==> src/hw/rtl/cfd_pkg.sv <==
// Shared types and constants for the command frame deframer.
package cfd_pkg;

  localparam logic [7:0] CMD_STRING   = 8'h01;
  localparam logic [7:0] CMD_BAUD     = 8'h02;
  localparam logic [7:0] CMD_SHUTDOWN = 8'h03;

  typedef enum logic [1:0] {
    EV_PAYLOAD  = 2'd0,
    EV_CHECK    = 2'd1,
    EV_BAUD     = 2'd2,
    EV_SHUTDOWN = 2'd3
  } event_kind_t;

  typedef enum logic [2:0] {
    PH_IDLE    = 3'd0,
    PH_LEN     = 3'd1,
    PH_PAYLOAD = 3'd2,
    PH_CHECK   = 3'd3,
    PH_BAUD    = 3'd4,
    PH_HALT    = 3'd5
  } phase_t;

  typedef struct packed {
    logic [1:0]  event_kind;
    logic [7:0]  payload_byte;
    logic        payload_last;
    logic        check_ok;
    logic [31:0] baud_value;
  } result_t;

endpackage

==> src/hw/rtl/cfd_if.sv <==
// Channel interfaces: received bytes, result items and the configuration write.
interface cfd_in_if;
  logic       valid;
  logic       ready;
  logic [7:0] rx_byte;
  modport source (output valid, output rx_byte, input ready);
  modport sink (input valid, input rx_byte, output ready);
endinterface

interface cfd_out_if;
  logic        valid;
  logic        ready;
  logic [1:0]  event_kind;
  logic [7:0]  payload_byte;
  logic        payload_last;
  logic        check_ok;
  logic [31:0] baud_value;
  modport source (output valid, output event_kind, output payload_byte,
                  output payload_last, output check_ok, output baud_value,
                  input ready);
  modport sink (input valid, input event_kind, input payload_byte,
                input payload_last, input check_ok, input baud_value,
                output ready);
endinterface

interface cfd_cfg_if;
  logic valid;
  logic ready;
  logic word_big_endian;
  modport source (output valid, output word_big_endian, input ready);
  modport sink (input valid, input word_big_endian, output ready);
endinterface

==> src/hw/rtl/cfd_parser.sv <==
// Frame parser: phase state, word assembly and the result of one received byte.
module cfd_parser (
  input  logic             clk,
  input  logic             rst_n,
  input  logic             step,
  input  logic [7:0]       rx_byte,
  input  logic             word_big_endian,
  output logic             res_valid,
  output cfd_pkg::result_t res
);
  import cfd_pkg::*;

  phase_t      phase_r, phase_nxt;
  logic [1:0]  idx_r, idx_nxt;
  logic [31:0] acc_r, acc_nxt;
  logic [30:0] remaining_r, remaining_nxt;
  logic        parity_r, parity_nxt;
  logic [31:0] acc_shift;
  logic        word_done;
  logic        last;

  always_ff @(posedge clk) begin
    if (!rst_n) begin
      phase_r     <= PH_IDLE;
      idx_r       <= 2'd0;
      acc_r       <= 32'd0;
      remaining_r <= 31'd0;
      parity_r    <= 1'b0;
    end else if (step) begin
      phase_r     <= phase_nxt;
      idx_r       <= idx_nxt;
      acc_r       <= acc_nxt;
      remaining_r <= remaining_nxt;
      parity_r    <= parity_nxt;
    end
  end

  // Each byte is placed by the byte order in force when it arrives.
  assign acc_shift = word_big_endian ? {acc_r[23:0], rx_byte} : {rx_byte, acc_r[31:8]};
  assign word_done = (idx_r == 2'd3);
  assign last      = (remaining_r <= 31'd1);

  always_comb begin
    phase_nxt     = phase_r;
    idx_nxt       = idx_r;
    acc_nxt       = acc_r;
    remaining_nxt = remaining_r;
    parity_nxt    = parity_r;
    res_valid     = 1'b0;
    res           = '0;
    case (phase_r)
      PH_LEN: begin
        acc_nxt = acc_shift;
        idx_nxt = idx_r + 2'd1;
        if (word_done) begin
          parity_nxt = 1'b0;
          // A zero or negative length goes straight to the check byte.
          if (acc_shift == 32'd0 || acc_shift[31]) begin
            remaining_nxt = 31'd0;
            phase_nxt     = PH_CHECK;
          end else begin
            remaining_nxt = acc_shift[30:0];
            phase_nxt     = PH_PAYLOAD;
          end
        end
      end
      PH_PAYLOAD: begin
        parity_nxt       = parity_r | rx_byte[0];
        res_valid        = 1'b1;
        res.event_kind   = EV_PAYLOAD;
        res.payload_byte = rx_byte;
        res.payload_last = last;
        if (last) begin
          remaining_nxt = 31'd0;
          phase_nxt     = PH_CHECK;
        end else begin
          remaining_nxt = remaining_r - 31'd1;
        end
      end
      PH_CHECK: begin
        res_valid      = 1'b1;
        res.event_kind = EV_CHECK;
        res.check_ok   = (rx_byte == {7'd0, parity_r});
        parity_nxt     = 1'b0;
        phase_nxt      = PH_IDLE;
      end
      PH_BAUD: begin
        acc_nxt = acc_shift;
        idx_nxt = idx_r + 2'd1;
        if (word_done) begin
          res_valid      = 1'b1;
          res.event_kind = EV_BAUD;
          res.baud_value = acc_shift;
          phase_nxt      = PH_IDLE;
        end
      end
      PH_HALT: begin
        phase_nxt = PH_HALT;
      end
      default: begin
        case (rx_byte)
          CMD_STRING: begin
            phase_nxt = PH_LEN;
            idx_nxt   = 2'd0;
            acc_nxt   = 32'd0;
          end
          CMD_BAUD: begin
            phase_nxt = PH_BAUD;
            idx_nxt   = 2'd0;
            acc_nxt   = 32'd0;
          end
          CMD_SHUTDOWN: begin
            phase_nxt      = PH_HALT;
            res_valid      = 1'b1;
            res.event_kind = EV_SHUTDOWN;
          end
          default: begin
            phase_nxt = PH_IDLE;
          end
        endcase
      end
    endcase
  end

  a_halt_sticks: assert property (@(posedge clk) disable iff (!rst_n)
    phase_r == PH_HALT |=> phase_r == PH_HALT)
    else $error("parser left the halted phase");

  a_idle_word_aligned: assert property (@(posedge clk) disable iff (!rst_n)
    phase_r == PH_IDLE |-> idx_r == 2'd0)
    else $error("word byte index not zero while waiting for a command");

  a_payload_count: assert property (@(posedge clk) disable iff (!rst_n)
    phase_r == PH_PAYLOAD |-> remaining_r != 31'd0)
    else $error("payload phase with no bytes remaining");

endmodule

==> src/hw/rtl/command_frame_deframer_unit.sv <==
// Top level of the command frame deframer: byte parser with a two-entry result buffer.
//
//   channel | direction | payload
//   in_ch   | sink      | rx_byte[7:0]
//   out_ch  | source    | event_kind[1:0], payload_byte[7:0], payload_last,
//           |           | check_ok, baud_value[31:0]
//   cfg_ch  | sink      | word_big_endian (always ready)
//
// One byte is taken per cycle while the skid entry is empty; any result is registered.
// The result register plus one skid entry let a byte be accepted while a result waits.
// Input ready drops only when both the result register and the skid entry are full.
// Reset is synchronous on rst_n and returns the parser to waiting for a command byte.
module command_frame_deframer_unit (
  input logic       clk,
  input logic       rst_n,
  cfd_in_if.sink    in_ch,
  cfd_out_if.source out_ch,
  cfd_cfg_if.sink   cfg_ch
);
  import cfd_pkg::*;

  logic    big_endian_r;
  logic    out_valid_r;
  logic    skid_valid_r;
  result_t out_r;
  result_t skid_r;
  logic    step;
  logic    res_valid;
  result_t res;
  logic    pop;

  assign cfg_ch.ready = 1'b1;
  assign in_ch.ready  = !skid_valid_r;
  assign step         = in_ch.valid && in_ch.ready;
  assign pop          = out_valid_r && out_ch.ready;

  always_ff @(posedge clk) begin
    if (!rst_n) begin
      big_endian_r <= 1'b0;
    end else if (cfg_ch.valid) begin
      big_endian_r <= cfg_ch.word_big_endian;
    end
  end

  cfd_parser u_parser (
    .clk             (clk),
    .rst_n           (rst_n),
    .step            (step),
    .rx_byte         (in_ch.rx_byte),
    .word_big_endian (big_endian_r),
    .res_valid       (res_valid),
    .res             (res)
  );

  always_ff @(posedge clk) begin
    if (!rst_n) begin
      out_valid_r  <= 1'b0;
      skid_valid_r <= 1'b0;
    end else if (skid_valid_r) begin
      // No byte is accepted here, so only the skid entry can move up.
      if (pop) begin
        out_valid_r  <= 1'b1;
        skid_valid_r <= 1'b0;
      end
    end else if (step && res_valid) begin
      if (!out_valid_r || pop) begin
        out_valid_r <= 1'b1;
      end else begin
        skid_valid_r <= 1'b1;
      end
    end else if (pop) begin
      out_valid_r <= 1'b0;
    end
  end

  always_ff @(posedge clk) begin
    if (skid_valid_r) begin
      if (pop) begin
        out_r <= skid_r;
      end
    end else if (step && res_valid) begin
      if (!out_valid_r || pop) begin
        out_r <= res;
      end else begin
        skid_r <= res;
      end
    end
  end

  assign out_ch.valid        = out_valid_r;
  assign out_ch.event_kind   = out_r.event_kind;
  assign out_ch.payload_byte = out_r.payload_byte;
  assign out_ch.payload_last = out_r.payload_last;
  assign out_ch.check_ok     = out_r.check_ok;
  assign out_ch.baud_value   = out_r.baud_value;

  a_skid_behind_out: assert property (@(posedge clk) disable iff (!rst_n)
    skid_valid_r |-> out_valid_r)
    else $error("skid entry holds an item while the result register is empty");

  a_stall_to_skid: assert property (@(posedge clk) disable iff (!rst_n)
    (step && res_valid && out_valid_r && !out_ch.ready) |=> skid_valid_r)
    else $error("result produced under stall was not parked in the skid entry");

  a_out_held: assert property (@(posedge clk) disable iff (!rst_n)
    (out_valid_r && !out_ch.ready) |=> (out_valid_r && $stable(out_r)))
    else $error("result item changed while waiting for the receiver");

endmodule
==> src/flat_wrapper.sv <==
// flat-port wrapper written by rule: the top's interface ports become plain ports
module command_frame_deframer_unit_flat import cfd_pkg::*;
  (clk, rst_n, in_ch_valid, in_ch_rx_byte, in_ch_ready, out_ch_valid, out_ch_event_kind, out_ch_payload_byte, out_ch_payload_last, out_ch_check_ok, out_ch_baud_value, out_ch_ready, cfg_ch_valid, cfg_ch_word_big_endian, cfg_ch_ready);
  cfd_in_if in_ch_i ();
  cfd_out_if out_ch_i ();
  cfd_cfg_if cfg_ch_i ();
  input logic clk;
  input logic rst_n;
  input wire logic [$bits(in_ch_i.valid)-1:0] in_ch_valid;
  input wire logic [$bits(in_ch_i.rx_byte)-1:0] in_ch_rx_byte;
  output wire logic [$bits(in_ch_i.ready)-1:0] in_ch_ready;
  output wire logic [$bits(out_ch_i.valid)-1:0] out_ch_valid;
  output wire logic [$bits(out_ch_i.event_kind)-1:0] out_ch_event_kind;
  output wire logic [$bits(out_ch_i.payload_byte)-1:0] out_ch_payload_byte;
  output wire logic [$bits(out_ch_i.payload_last)-1:0] out_ch_payload_last;
  output wire logic [$bits(out_ch_i.check_ok)-1:0] out_ch_check_ok;
  output wire logic [$bits(out_ch_i.baud_value)-1:0] out_ch_baud_value;
  input wire logic [$bits(out_ch_i.ready)-1:0] out_ch_ready;
  input wire logic [$bits(cfg_ch_i.valid)-1:0] cfg_ch_valid;
  input wire logic [$bits(cfg_ch_i.word_big_endian)-1:0] cfg_ch_word_big_endian;
  output wire logic [$bits(cfg_ch_i.ready)-1:0] cfg_ch_ready;
  assign in_ch_i.valid = in_ch_valid;
  assign in_ch_i.rx_byte = in_ch_rx_byte;
  assign in_ch_ready = in_ch_i.ready;
  assign out_ch_valid = out_ch_i.valid;
  assign out_ch_event_kind = out_ch_i.event_kind;
  assign out_ch_payload_byte = out_ch_i.payload_byte;
  assign out_ch_payload_last = out_ch_i.payload_last;
  assign out_ch_check_ok = out_ch_i.check_ok;
  assign out_ch_baud_value = out_ch_i.baud_value;
  assign out_ch_i.ready = out_ch_ready;
  assign cfg_ch_i.valid = cfg_ch_valid;
  assign cfg_ch_i.word_big_endian = cfg_ch_word_big_endian;
  assign cfg_ch_ready = cfg_ch_i.ready;
  command_frame_deframer_unit u_core (.clk(clk), .rst_n(rst_n), .in_ch(in_ch_i), .out_ch(out_ch_i), .cfg_ch(cfg_ch_i));
endmodule
==> config.mk <==
export PLATFORM = sky130hd
export DESIGN_NAME = command_frame_deframer_unit_flat
export DESIGN_NICKNAME = d
export VERILOG_FILES = /design/src/hw/rtl/cfd_pkg.sv /design/src/hw/rtl/cfd_if.sv /design/src/hw/rtl/cfd_parser.sv /design/src/hw/rtl/command_frame_deframer_unit.sv /design/src/flat_wrapper.sv
export SDC_FILE = /design/constraint.sdc
export NUM_CORES = 1
export LEC_CHECK = 0
export BUFFER_PORTS_ARGS = -buffer_cell sky130_fd_sc_hd__clkbuf_2
export CAP_MARGIN = 20
export CORE_UTILIZATION = 45
export DETAILED_ROUTE_END_ITERATION = 6
export GPL_TIMING_DRIVEN = 0
export PLACE_DENSITY = 0.63
export SLEW_MARGIN = 20
export SYNTH_ARGS = -nofsm -noshare
export SYNTH_HDL_FRONTEND = slang
export SYNTH_SLANG_ARGS = --single-unit
export TNS_END_PERCENT = 5
==> constraint.sdc <==
create_clock -name clk -period 12.83 [get_ports clk]
set_input_delay 0 -clock clk [delete_from_list [all_inputs] [get_ports clk]]
set_output_delay 0 -clock clk [all_outputs]
set_load 0.02 [all_outputs]
==> out/results.txt <==
Outcome - completed
Slew Viols, Final - 0
Worst-path clk slew - 0.07 ns
Placement Setup Slack - 9.30 ns
FF+latch count, synth - 160
Layout area overhead - 16.3%
Crit path required time - 13.21 ns
Maximum clock frequency - 0.296 GHz
Clock buffer depth - 2
Synth unique cells - 67
WL/cell - 20.5 um
HPWL after DPL - 16.7 mm
Max VDD drop - 0.0957 mV
Util after Layout - 54.1%
Crit start category - register
I/O Buffers - 56
Setup_tns - 0 ns
Pre-antenna DRT Iters - 5
Net switching fraction of the power - 23.5%
Worst Path Arrival - 3.75 ns
Largest net degree at the start of global routing - 17
Die width - 133 um
Post_cts resized - 0
Main synth FF type - edfxtp_1
Clock Latency Late Sink - 0.43 ns
Die area - 0.0178 mm^2
Final hold slack - 0.0241 ns
Antenna Cells - 0
Num CTS Buffers - 17
Total instance count after detailed placement - 1067
FFs w/ async S/R, synth - 0%
CTS Sinks - 160
DR DRC count - 0
Tmin final - 3.38 ns
CP Class - reg2reg
Final Setup Violations - 0
H-tree levels - 4
Root Driver - clkbuf_16
RSZ-0062 raised after global routing - false
Final-layout fill cell count - 1538
Via/cell ratio - 5.93
Multi-input logic area - 0.00341 mm^2
Reg area - 0.00408 mm^2
CORE AREA - 0.0167 mm^2
Lkg Pwr - 0.00321 uW
Post-Layout Cell Count - 1106
Synthesized area per cell - 9.91 um^2
Crit path max fanout - 10
Worst setup margin - 9.45 ns
Final period util - 26.3%
CTS tree - yes
Netlist Area Pre-Place - 0.00777 mm^2
Die H - 133 um
Pwr dens - 117 mW/mm^2
First-pass GRT wire length - 35.0 mm
DR iter-0 viols - 671
Seq/Total Area, Yosys - 52.6%
Crit path largest cell delay - 0.60 ns
Mapped Cells - 784
Row count - 47
Hold Fails Final Rpt - 0
Grt total ovfl - 0
Layout Nets - 891
Seq pwr share - 50.4%
GP Congestion - 0.952
Routed vias - 6563
NetSw - 249 uW
Int Power - 812 uW
Critical Path, Cell by Cell - clkbuf_1, clkbuf_1, mux2i_1, nor2b_1, o31ai_1, clkbuf_1, o221ai_1, o211a_1
EDFF count, synth - 88
Gr usage total - 26.1%
Hold crit path type - in2reg
Synthesized Nets - 802
Vias in the first global route - 6267
Initial Utilization - 46.5%
Antenna violations before repair - 0
Leading cell type in the layout, fill and taps excluded - nor2_1
Worst slew pin tran - 1.08 ns
Crit-path most repeated cell - clkbuf_1
Critical Path Slowest Stage Cell - mux2i_1
Slew HR - 26.8%
Combinational Power Share - 3.7%
Antenna viol nets, final - 0
Commonest non-fill, non-tap cells in the layout - 113 x nor2_1, 88 x edfxtp_1, 72 x dfxtp_1, 61 x nand2_1, 56 x clkbuf_2
YS warnings - 0
Max_cap viols - 0
Top-Level Pins - 61
Skew final - 0.0103 ns
Clock network fraction of design power - 45.9%
Fraction of layout cells with a size suffix above 1 - 15.3%
Crit. End Element - register
Final WL - 22.7 mm
==> critical path: cells and delay by family (launching register included) <==
| family | cells | cell delay (ns) |
|---|---|---|
| buffers and inverters | 3 | 1.11 |
| AOI/OAI and AO/OA | 3 | 0.78 |
| muxes | 1 | 0.60 |
| and+or+nand+nor | 1 | 0.51 |
| DFF | 1 | 0.30 |
==> repair_timing <==
action / in CTS / in global routing
buffers inserted: 0 / 0
hold buffers: 7 / 0
endpoints found under the hold margin: 12 / 0
endpoints found under the setup margin: 0 / 0
==> per-stage QoR <==
| step | total power [uW] | cell area, um^2 |
|---|---|---|
| 2_1_floorplan | 569 | 7770 |
| 3_3_place_gp | 584 | 8330 |
| 3_5_place_dp | 584 | 8400 |
| 4_1_cts | 1070 | 9040 |
| 5_1_grt | 1090 | 9040 |
| 6_report | 1060 | 9040 |
==> path summary, 6_finish.rpt <==
kind | depth (start not counted) | endpoint | from | slack (ns)
setup / recovery | 8 | u_core.u_parser.remaining_r[20] | u_core.big_endian_r | 9.45
hold / removal | 2 | u_core.skid_r[41] | in_ch_rx_byte[7] | 0.02
setup reg to reg | 8 | u_core.u_parser.remaining_r[20] | u_core.big_endian_r | 9.45
hold reg to reg | 2 | u_core.u_parser.remaining_r[12] | u_core.u_parser.remaining_r[12] | 0.49
==> power by group through the flow <==
stage | clock [uW] | combinational [uW] | sequential (uW)
2_1_floorplan | 0 | 22.3 | 547
3_3_place_gp | 0 | 36.9 | 547
3_5_place_dp | 0 | 37.0 | 547
4_1_cts | 493 | 38.8 | 535
5_1_grt | 512 | 41.7 | 535
6_report | 487 | 39.4 | 535
==> cells in the mapped netlist (4+ instances only) <==
library cell	instances	area (um^2)
nand4b_1	4	35.0
inv_1	9	33.8
o21a_1	5	37.5
nor2b_1	19	119
nand2_1	61	229
nand4_1	7	43.8
o21ai_0	25	125
dfxtp_1	72	1440
a31oi_1	5	31.3
nor4_1	21	131
mux2_2	21	236
clkbuf_1	44	165
o211a_1	5	50.1
mux2i_1	31	310
nand3_1	17	85.1
ha_1	4	50.1
xnor2_1	6	52.6
nand2b_1	4	25.0
nor3_1	17	85.1
o21ai_1	6	30.0
a21oi_1	52	260
o221ai_1	6	52.6
nor2_1	113	424
xor2_1	5	43.8
a22oi_1	7	52.6
edfxtp_1	88	2640
o22ai_1	8	50.1
o31ai_1	33	248
and3_1	5	31.3
and2_1	17	106
==> final cells by class <==
class | instances | share of cell area (%)
clock inverter | 13 | 1.30
multi-input combinational | 558 | 37.7
buffer | 56 | 2.80
timing repair buffer | 70 | 4.58
clock buffer | 19 | 5.01
tap | 220 | 3.04
inverter | 10 | 0.415
sequential | 160 | 45.2
==> metal layers <==
| layer | up-vias | routed length [um] | track usage [%] |
|---|---|---|---|
| met5 | - | 0 | 0 |
| met2 | 290 | 10700 | 41.3 |
| met1 | 3173 | 9950 | 35.8 |
| met4 | 0 | 492 | 9.91 |
| li1 | 3064 | - | - |
| met3 | 36 | 1560 | 4.41 |
==> state kept, by name, indices dropped and copies added, names as in the netlist <==
name,count
u_core.out_ch.payload_last,1
u_core.out_ch.payload_byte,8
u_core.out_ch.valid,1
u_core.out_ch.event_kind,2
u_core.out_ch.check_ok,1
u_core.u_parser.parity_r,1
u_core.u_parser.idx_r,2
u_core.u_parser.phase_r,3
u_core.u_parser.remaining_r,31
u_core.out_ch.baud_value,32
u_core.u_parser.acc_r,32
u_core.big_endian_r,1
u_core.skid_r,44
u_core.skid_valid_r,1
==> logic make-up (layout without fill, tap and decap cells) <==
kind of cell             after synthesis  count (layout)  synth area share, %
multiplexers                          52              52                 7.04
AO/OA/AOI/OAI                        184             184                 15.6
adder cells (fa/ha/maj)                4               4                0.644
XOR/XNOR                              11              11                 1.24
flip-flops                           160             160                 52.6
buffers and inverters                 66             168                 3.74
AND/OR/NAND/NOR                      306             306                 19.1
other                                  1               1               0.0483
Power figures use the tool's default switching activity.
